**src/mfi_pkg.sv**
```systemverilog
`default_nettype none
package mfi_pkg;

    localparam int NEURON_BITS = 6;
    localparam int LAYER_BITS  = 2;
    localparam int VALUE_BITS  = 16;
    localparam int WIDTH_BITS  = 7;
    localparam int MAX_NEURONS = 64;
    localparam int MAX_LAYERS  = 4;

    localparam logic [1:0] ACTION_WEIGHT = 2'd0;
    localparam logic [1:0] ACTION_BIAS   = 2'd1;
    localparam logic [1:0] ACTION_SAMPLE = 2'd2;

    localparam logic [1:0] KIND_SIGMOID  = 2'd0;
    localparam logic [1:0] KIND_SOFTMAX  = 2'd1;
    localparam logic [1:0] KIND_SOFTSIGN = 2'd2;

    localparam logic [2:0] REG_LAYER_COUNT = 3'd0;
    localparam logic [2:0] REG_INPUT_WIDTH = 3'd1;
    localparam logic [2:0] REG_WIDTH_ONE   = 3'd2;
    localparam logic [2:0] REG_WIDTH_TWO   = 3'd3;
    localparam logic [2:0] REG_WIDTH_THREE = 3'd4;
    localparam logic [2:0] REG_WIDTH_FOUR  = 3'd5;
    localparam logic [2:0] REG_ACT_KINDS   = 3'd6;

    typedef struct packed {
        logic [1:0]                   action;
        logic [LAYER_BITS-1:0]        layer;
        logic [NEURON_BITS-1:0]       row;
        logic [NEURON_BITS-1:0]       column;
        logic signed [VALUE_BITS-1:0] value;
        logic                         last;
    } req_t;

    typedef struct packed {
        logic [NEURON_BITS-1:0]       neuron_index;
        logic signed [VALUE_BITS-1:0] activation_value;
        logic                         final_res;
    } rsp_t;

    typedef enum logic [4:0] {
        S_IDLE,
        S_MAC_ISSUE,
        S_MAC_DRAIN,
        S_BIAS,
        S_SMX_RD,
        S_SMX_EXP1,
        S_SMX_EXP2,
        S_SMX_SUM,
        S_ACT_RD,
        S_ACT_EXP1,
        S_ACT_EXP2,
        S_ACT_DIV_LD,
        S_ACT_DIV,
        S_ACT_WR,
        S_OUT_RD,
        S_OUT_LD,
        S_OUT_WAIT
    } state_t;

    typedef struct packed {
        logic                   load_en;
        logic                   mac_issue;
        logic                   acc_clr;
        logic                   from_in;
        logic [LAYER_BITS-1:0]  layer;
        logic [NEURON_BITS-1:0] row;
        logic [NEURON_BITS-1:0] col;
        logic                   rd_bank;
        logic                   wr_bank;
        logic                   z_write;
        logic                   first;
        logic                   exp_first;
        logic                   exp_second;
        logic                   exp_from_max;
        logic                   sum_clr;
        logic                   sum_add;
        logic                   div_load;
        logic [1:0]             kind;
        logic                   lb_write;
        logic                   out_load;
        logic                   out_final;
    } cmd_t;

    typedef struct packed {
        logic div_busy;
    } status_t;

    // e^-a in Q16, a = 0..11
    function automatic logic [16:0] exp_int(input logic [3:0] a);
        logic [16:0] r;
        case (a)
            4'd0:    r = 17'd65536;
            4'd1:    r = 17'd24109;
            4'd2:    r = 17'd8869;
            4'd3:    r = 17'd3263;
            4'd4:    r = 17'd1200;
            4'd5:    r = 17'd442;
            4'd6:    r = 17'd162;
            4'd7:    r = 17'd60;
            4'd8:    r = 17'd22;
            4'd9:    r = 17'd8;
            4'd10:   r = 17'd3;
            4'd11:   r = 17'd1;
            default: r = 17'd0;
        endcase
        return r;
    endfunction

    // e^-(j/16) in Q16, j = 0..16
    function automatic logic [16:0] exp_frac(input logic [4:0] j);
        logic [16:0] r;
        case (j)
            5'd0:    r = 17'd65536;
            5'd1:    r = 17'd61565;
            5'd2:    r = 17'd57835;
            5'd3:    r = 17'd54331;
            5'd4:    r = 17'd51039;
            5'd5:    r = 17'd47947;
            5'd6:    r = 17'd45042;
            5'd7:    r = 17'd42313;
            5'd8:    r = 17'd39750;
            5'd9:    r = 17'd37341;
            5'd10:   r = 17'd35079;
            5'd11:   r = 17'd32954;
            5'd12:   r = 17'd30957;
            5'd13:   r = 17'd29081;
            5'd14:   r = 17'd27319;
            5'd15:   r = 17'd25664;
            5'd16:   r = 17'd24109;
            default: r = 17'd0;
        endcase
        return r;
    endfunction

    function automatic logic [WIDTH_BITS-1:0] clamp_width(input logic [WIDTH_BITS-1:0] w);
        logic [WIDTH_BITS-1:0] r;
        if (w == '0)
            r = WIDTH_BITS'(1);
        else if (w > WIDTH_BITS'(MAX_NEURONS))
            r = WIDTH_BITS'(MAX_NEURONS);
        else
            r = w;
        return r;
    endfunction

endpackage
`default_nettype wire

```
**src/mfi_ctrl.sv**
```systemverilog
`default_nettype none
module mfi_ctrl
    import mfi_pkg::*;
(
    input  wire        clk,
    input  wire        rst_n,
    input  wire        req_valid,
    input  req_t       req,
    output logic       req_stall,
    output logic       rsp_valid,
    input  wire        rsp_stall,
    input  wire        cfg_we,
    input  wire  [2:0] cfg_index,
    input  wire  [7:0] cfg_data,
    input  status_t    status,
    output cmd_t       cmd
);

    logic [2:0]            layer_count_reg;
    logic [WIDTH_BITS-1:0] input_width_reg, width_one_reg, width_two_reg;
    logic [WIDTH_BITS-1:0] width_three_reg, width_four_reg;
    logic [7:0]            act_kinds_reg;

    state_t                 state_reg, state_next;
    logic [LAYER_BITS-1:0]  layer_reg, layer_next;
    logic [NEURON_BITS-1:0] c_reg, c_next;
    logic [NEURON_BITS-1:0] r_reg, r_next;
    logic                   drain_reg, drain_next;
    logic                   out_valid_reg, out_valid_next;

    logic [2:0]            nl;
    logic [WIDTH_BITS-1:0] n_in, n_out;
    logic [1:0]            kind;
    logic                  last_r, last_c, last_layer, start;

    always_ff @(posedge clk or negedge rst_n)
    begin
        if (!rst_n)
        begin
            layer_count_reg <= 3'd3;
            input_width_reg <= 7'd38;
            width_one_reg   <= 7'd16;
            width_two_reg   <= 7'd8;
            width_three_reg <= 7'd1;
            width_four_reg  <= 7'd1;
            act_kinds_reg   <= 8'd0;
        end
        else if (cfg_we)
        begin
            case (cfg_index)
                REG_LAYER_COUNT: layer_count_reg <= cfg_data[2:0];
                REG_INPUT_WIDTH: input_width_reg <= cfg_data[6:0];
                REG_WIDTH_ONE:   width_one_reg   <= cfg_data[6:0];
                REG_WIDTH_TWO:   width_two_reg   <= cfg_data[6:0];
                REG_WIDTH_THREE: width_three_reg <= cfg_data[6:0];
                REG_WIDTH_FOUR:  width_four_reg  <= cfg_data[6:0];
                REG_ACT_KINDS:   act_kinds_reg   <= cfg_data;
                default:         ;
            endcase
        end
    end

    always_comb
    begin
        if (layer_count_reg == 3'd0)
            nl = 3'd1;
        else if (layer_count_reg > 3'(MAX_LAYERS))
            nl = 3'(MAX_LAYERS);
        else
            nl = layer_count_reg;
        case (layer_reg)
            2'd0:
            begin
                n_in  = clamp_width(input_width_reg);
                n_out = clamp_width(width_one_reg);
            end
            2'd1:
            begin
                n_in  = clamp_width(width_one_reg);
                n_out = clamp_width(width_two_reg);
            end
            2'd2:
            begin
                n_in  = clamp_width(width_two_reg);
                n_out = clamp_width(width_three_reg);
            end
            default:
            begin
                n_in  = clamp_width(width_three_reg);
                n_out = clamp_width(width_four_reg);
            end
        endcase
        kind       = act_kinds_reg[{layer_reg, 1'b0} +: 2];
        last_r     = (7'(r_reg) + 7'd1 == n_in);
        last_c     = (7'(c_reg) + 7'd1 == n_out);
        last_layer = (3'(layer_reg) + 3'd1 == nl);
        start      = (state_reg == S_IDLE) && req_valid
                     && req.action == ACTION_SAMPLE && req.last;
    end

    always_ff @(posedge clk or negedge rst_n)
    begin
        if (!rst_n)
        begin
            state_reg     <= S_IDLE;
            layer_reg     <= '0;
            c_reg         <= '0;
            r_reg         <= '0;
            drain_reg     <= 1'b0;
            out_valid_reg <= 1'b0;
        end
        else
        begin
            state_reg     <= state_next;
            layer_reg     <= layer_next;
            c_reg         <= c_next;
            r_reg         <= r_next;
            drain_reg     <= drain_next;
            out_valid_reg <= out_valid_next;
        end
    end

    always_comb
    begin
        state_next     = state_reg;
        layer_next     = layer_reg;
        c_next         = c_reg;
        r_next         = r_reg;
        drain_next     = drain_reg;
        out_valid_next = out_valid_reg;

        cmd              = '0;
        cmd.layer        = layer_reg;
        cmd.row          = r_reg;
        cmd.col          = c_reg;
        cmd.from_in      = (layer_reg == '0);
        cmd.rd_bank      = ~layer_reg[0];
        cmd.wr_bank      = layer_reg[0];
        cmd.kind         = kind;
        cmd.first        = (c_reg == '0);
        cmd.out_final    = last_c;
        req_stall        = 1'b1;

        case (state_reg)
            S_IDLE:
            begin
                req_stall   = 1'b0;
                cmd.load_en = req_valid;
                if (start)
                begin
                    state_next = S_MAC_ISSUE;
                    layer_next = '0;
                    c_next     = '0;
                    r_next     = '0;
                end
            end
            S_MAC_ISSUE:
            begin
                cmd.mac_issue = 1'b1;
                cmd.acc_clr   = (r_reg == '0);
                if (last_r)
                begin
                    state_next = S_MAC_DRAIN;
                    drain_next = 1'b0;
                end
                else
                    r_next = r_reg + 6'd1;
            end
            S_MAC_DRAIN:
            begin
                if (drain_reg)
                    state_next = S_BIAS;
                else
                    drain_next = 1'b1;
            end
            S_BIAS:
            begin
                cmd.z_write = 1'b1;
                r_next      = '0;
                if (last_c)
                begin
                    c_next     = '0;
                    state_next = (kind == KIND_SOFTMAX) ? S_SMX_RD : S_ACT_RD;
                end
                else
                begin
                    c_next     = c_reg + 6'd1;
                    state_next = S_MAC_ISSUE;
                end
            end
            S_SMX_RD:
            begin
                cmd.sum_clr = (c_reg == '0);
                state_next  = S_SMX_EXP1;
            end
            S_SMX_EXP1:
            begin
                cmd.exp_first    = 1'b1;
                cmd.exp_from_max = 1'b1;
                state_next       = S_SMX_EXP2;
            end
            S_SMX_EXP2:
            begin
                cmd.exp_second = 1'b1;
                state_next     = S_SMX_SUM;
            end
            S_SMX_SUM:
            begin
                cmd.sum_add = 1'b1;
                if (last_c)
                begin
                    c_next     = '0;
                    state_next = S_ACT_RD;
                end
                else
                begin
                    c_next     = c_reg + 6'd1;
                    state_next = S_SMX_RD;
                end
            end
            S_ACT_RD:
            begin
                case (kind)
                    KIND_SIGMOID:  state_next = S_ACT_EXP1;
                    KIND_SOFTMAX:  state_next = S_ACT_DIV_LD;
                    KIND_SOFTSIGN: state_next = S_ACT_DIV_LD;
                    default:       state_next = S_ACT_WR;
                endcase
            end
            S_ACT_EXP1:
            begin
                cmd.exp_first = 1'b1;
                state_next    = S_ACT_EXP2;
            end
            S_ACT_EXP2:
            begin
                cmd.exp_second = 1'b1;
                state_next     = S_ACT_DIV_LD;
            end
            S_ACT_DIV_LD:
            begin
                cmd.div_load = 1'b1;
                state_next   = S_ACT_DIV;
            end
            S_ACT_DIV:
            begin
                if (!status.div_busy)
                    state_next = S_ACT_WR;
            end
            S_ACT_WR:
            begin
                cmd.lb_write = 1'b1;
                if (last_c)
                begin
                    c_next = '0;
                    r_next = '0;
                    if (last_layer)
                        state_next = S_OUT_RD;
                    else
                    begin
                        layer_next = layer_reg + 2'd1;
                        state_next = S_MAC_ISSUE;
                    end
                end
                else
                begin
                    c_next     = c_reg + 6'd1;
                    state_next = S_ACT_RD;
                end
            end
            S_OUT_RD:
            begin
                cmd.rd_bank = layer_reg[0];
                state_next  = S_OUT_LD;
            end
            S_OUT_LD:
            begin
                cmd.rd_bank    = layer_reg[0];
                cmd.out_load   = 1'b1;
                out_valid_next = 1'b1;
                state_next     = S_OUT_WAIT;
            end
            S_OUT_WAIT:
            begin
                cmd.rd_bank = layer_reg[0];
                if (!rsp_stall)
                begin
                    out_valid_next = 1'b0;
                    if (last_c)
                        state_next = S_IDLE;
                    else
                    begin
                        c_next     = c_reg + 6'd1;
                        state_next = S_OUT_RD;
                    end
                end
            end
            default:
            begin
                state_next = S_IDLE;
            end
        endcase
    end

    assign rsp_valid = out_valid_reg;

    ap_valid_state: assert property (@(posedge clk) disable iff (!rst_n)
        out_valid_reg |-> state_reg == S_OUT_WAIT)
        else $error("result shown outside output wait");

    ap_start: assert property (@(posedge clk) disable iff (!rst_n)
        start |=> state_reg == S_MAC_ISSUE && r_reg == '0 && c_reg == '0 && layer_reg == '0)
        else $error("forward pass did not start clean");

    ap_div_exit: assert property (@(posedge clk) disable iff (!rst_n)
        (state_reg == S_ACT_DIV && !status.div_busy) |=> state_reg == S_ACT_WR)
        else $error("divider finish missed");

endmodule
`default_nettype wire

```
**config.mk**
```make
export PLATFORM = sky130hd
export DESIGN_NAME = mfi_ctrl
export DESIGN_NICKNAME = d
export VERILOG_FILES = /design/src/mfi_pkg.sv /design/src/mfi_ctrl.sv
export SDC_FILE = /design/constraint.sdc
export NUM_CORES = 1
export LEC_CHECK = 0
export ABC_CLOCK_PERIOD_IN_PS = 7900
export BUFFER_PORTS_ARGS = -buffer_cell sky130_fd_sc_hd__buf_2
export CORE_UTILIZATION = 50
export CTS_BUF_LIST = sky130_fd_sc_hd__clkbuf_4 sky130_fd_sc_hd__clkbuf_8
export DETAILED_ROUTE_END_ITERATION = 16
export PLACE_DENSITY = 0.84
export SYNTH_ARGS = -nofsm -noshare
export SYNTH_HDL_FRONTEND = slang
export SYNTH_SLANG_ARGS = --single-unit
export TNS_END_PERCENT = 20
```
**constraint.sdc**
```tcl
create_clock -name clk -period 7.9 [get_ports clk]
set_input_delay 0.79 -clock clk [delete_from_list [all_inputs] [get_ports clk]]
set_output_delay 0.79 -clock clk [all_outputs]
set_load 0.01 [all_outputs]
```
==> impl_metrics.env <==
export IMPL_reg2reg_slack_ps=4380
export IMPL_status="completed"
export IMPL_seq_area_um2=1688
export IMPL_synth_top_area_cell="dfrtp_1"
export IMPL_worstRegToRegCells=9
export IMPL_ys_ff_latch=67
export IMPL_fmax_ghz=0.2460
export IMPL_clk_path_buf_depth=2
export IMPL_die_width_um=96.39
export IMPL_slew_headroom=0.2195
export IMPL_n_fill_cell=748
export IMPL_post_place_ws_ps=4289
export IMPL_setup_ws_ps=3834
export IMPL_clock_sinks=67
export IMPL_synth_seq_area_share=0.3789
export IMPL_final_core_util=0.5770
export IMPL_vdd_drop_max_mv=0.1245
export IMPL_arrival_ps=3280
export IMPL_diodes=0
export IMPL_tightest_slew_ps=1168
export IMPL_cts_buffers=9
export IMPL_met1_usage=0.3529
export IMPL_drc_errors=0
export IMPL_totalWireLength_mm=11.33
export IMPL_die_h_um=96.39
export IMPL_antenna_found_initial=0
export IMPL_synthFlopType="dfrtp_1"
export IMPL_grt_pass1_wl_mm=18.46
export IMPL_cp_start_kind="flop"
export IMPL_met2_usage=0.4220
export IMPL_yosys_cell_count_top_type="dfrtp_1"
export IMPL_grt_pass1_vias=3733
export IMPL_grt_max_degree=68
export IMPL_cts_setup_buffers=0
export IMPL_track_usage=0.2648
export IMPL_path_clk_slew_ps=80
export IMPL_nNetsFinal=554
export IMPL_syn_instance_count=444
export IMPL_setup_viol=0
export IMPL_port_buffers=54
export IMPL_area_growth_pct=12.42
export IMPL_met3_usage=0.05321
export IMPL_die_area_um2=9290
export IMPL_reg2reg_to="state_reg[2]$_DFFE_PN0P_"
export IMPL_synth_edff_count=0
export IMPL_worstReg2RegStart="layer_reg[0]$_DFFE_PN0P_"
export IMPL_finalHoldViolCount=0
export IMPL_ys_types=70
export IMPL_fin_tns_setup_ps=0
export IMPL_cp_required_ps=7110
export IMPL_root_buffer="clkbuf_8"
export IMPL_drt_iter0_markers=371
export IMPL_via_per_inst=6.390
export IMPL_drive_above_1_share=0.2926
export IMPL_drt_pre_antenna_iters=5
export IMPL_async_flop_share=1.000
export IMPL_path_max_fanout=15
export IMPL_insertion_delay_ps=360
export IMPL_wire_per_inst_um=18.67
export IMPL_place_hpwl_mm=8.328
export IMPL_rows=34
export IMPL_largest_register_ffs=8
export IMPL_postLayoutCellArea_um2=5007
export IMPL_cts_resized=0
export IMPL_fin_crit_ps=4066
export IMPL_ctsHoldBuffers=0
export IMPL_critPathCaptureType="output pin"
export IMPL_htreeDepth=3
export IMPL_skew_ps=12.95
export IMPL_synth_fp_nets=504
export IMPL_syn_avg_cell_area_um2=10.03
export IMPL_endpoint="cmd[0]"
export IMPL_grt_overflow=0
export IMPL_top_usage_layer="met2"
export IMPL_p_per_area_nw_per_um2=278.1
export IMPL_yosys_top_cells_count="58 x dfrtp_1, 44 x mux2_2, 29 x nand2_1"
export IMPL_cts_tree="built"
export IMPL_crit_start="layer_reg[0]$_DFFE_PN0P_"
export IMPL_start_util=0.5133
export IMPL_io_pins=85
export IMPL_worstHoldPathType="flop to flop"
export IMPL_drv_slew=0
export IMPL_dr_total_vias=3879
export IMPL_hold_ws_ps=505.0
export IMPL_maxCapViolations=0
export IMPL_yosysTopAreaCellShare=0.3258
export IMPL_rsz0062_at_grt="no"
export IMPL_path_class="flop to output pin"
export IMPL_ant_nets=0
export IMPL_multi_input_area_um2=2579
export IMPL_placed_area_um2=4785
export IMPL_gp_congestion=0.9373
export IMPL_p_leak_nw=2.270
export IMPL_syn_area_um2=4454
export IMPL_ys_warn_count=0
export IMPL_period_share=0.5147
export IMPL_fp_coreArea_um2=8678
export IMPL_synth_area_leaders="dfrtp_1 33%, mux2_2 11%, dfstp_2 5.3%, and3b_1 3.5%, ha_1 2.8%"
## placed cells by master (no fill, tap or decap), types with 5 or more instances in the layout
cell type	netlist	routed
dfrtp_1	58	58
buf_2	3	54
mux2_2	44	44
nand2_1	29	29
inv_1	24	24
nor3_1	22	22
a21oi_1	20	20
o21ai_0	18	18
and3b_1	18	18
nor2_1	16	16
nand3_1	14	14
ha_1	10	10
nand2b_1	9	9
and3_1	9	9
clkbuf_8	0	9
dfstp_2	9	9
a21o_1	7	7
mux2i_1	6	6
o2bb2ai_1	6	6
nor2b_1	6	6
xnor2_1	6	6
a2111o_1	5	5
nor4b_1	5	5
## layout make-up
| class | instances | share of cell area |
|---|---|---|
| Clock buffer | 9 | 0.02474 |
| Clock inverter | 7 | 0.01974 |
| Inverter | 26 | 0.01949 |
| Multi-Input combinational cell | 334 | 0.5150 |
| Sequential cell | 67 | 0.3371 |
| Tap cell | 108 | 0.02699 |
| Timing Repair Buffer | 56 | 0.05697 |
## per-stage QoR
stage / std cells / total power, mW
5_1_grt: 607 / 1.483
2_1_floorplan: 444 / 0.8996
3_5_place_dp: 591 / 1.060
4_1_cts: 607 / 1.389
6_report: 607 / 1.392
3_3_place_gp: 591 / 1.033
## worst max-delay path, cell delays in order (launching register included)
cell	delay [ps]
dfrtp_1	660
ha_1	680
inv_2	280
a221o_1	380
o32ai_1	220
o221ai_2	190
nor3_2	130
buf_4	220
buf_2	150
## worst min-delay path by stage
stage	from	cells after the start	slack (ps)	endpoint
after floorplan	act_kinds_reg[4]$_DFFE_PN0P_	1	470	act_kinds_reg[4]$_DFFE_PN0P_
after global placement	act_kinds_reg[0]$_DFFE_PN0P_	1	480	act_kinds_reg[0]$_DFFE_PN0P_
after detailed placement	act_kinds_reg[6]$_DFFE_PN0P_	1	490	act_kinds_reg[6]$_DFFE_PN0P_
after CTS	act_kinds_reg[6]$_DFFE_PN0P_	1	510	act_kinds_reg[6]$_DFFE_PN0P_
after global routing	act_kinds_reg[6]$_DFFE_PN0P_	1	540	act_kinds_reg[6]$_DFFE_PN0P_
final	act_kinds_reg[6]$_DFFE_PN0P_	1	510	act_kinds_reg[6]$_DFFE_PN0P_
## power breakdown
group	switching [mW]	leakage, nW	internal [mW]
logic	0.290	1.34	0.237
clock network	0.149	0.110	0.180
registers	0.110	0.817	0.426
total	0.550	2.27	0.843
## per-layer routing
layer	vias to the layer above	part of all wire
met5	-	0
met3	41	0.079
met1	1878	0.43
li1	1764	-
met2	196	0.46
met4	0	0.033
## cells by family after synthesis
family	Yosys count	share of synthesized area
xor+xnor	10	0.01966
simple gates	159	0.2185
flops	67	0.3789
buf+inv	43	0.04213
fa+ha+maj	10	0.02809
mux	53	0.1374
compound gates	102	0.1753
Note: power is estimated with default switching activity, not from simulation.
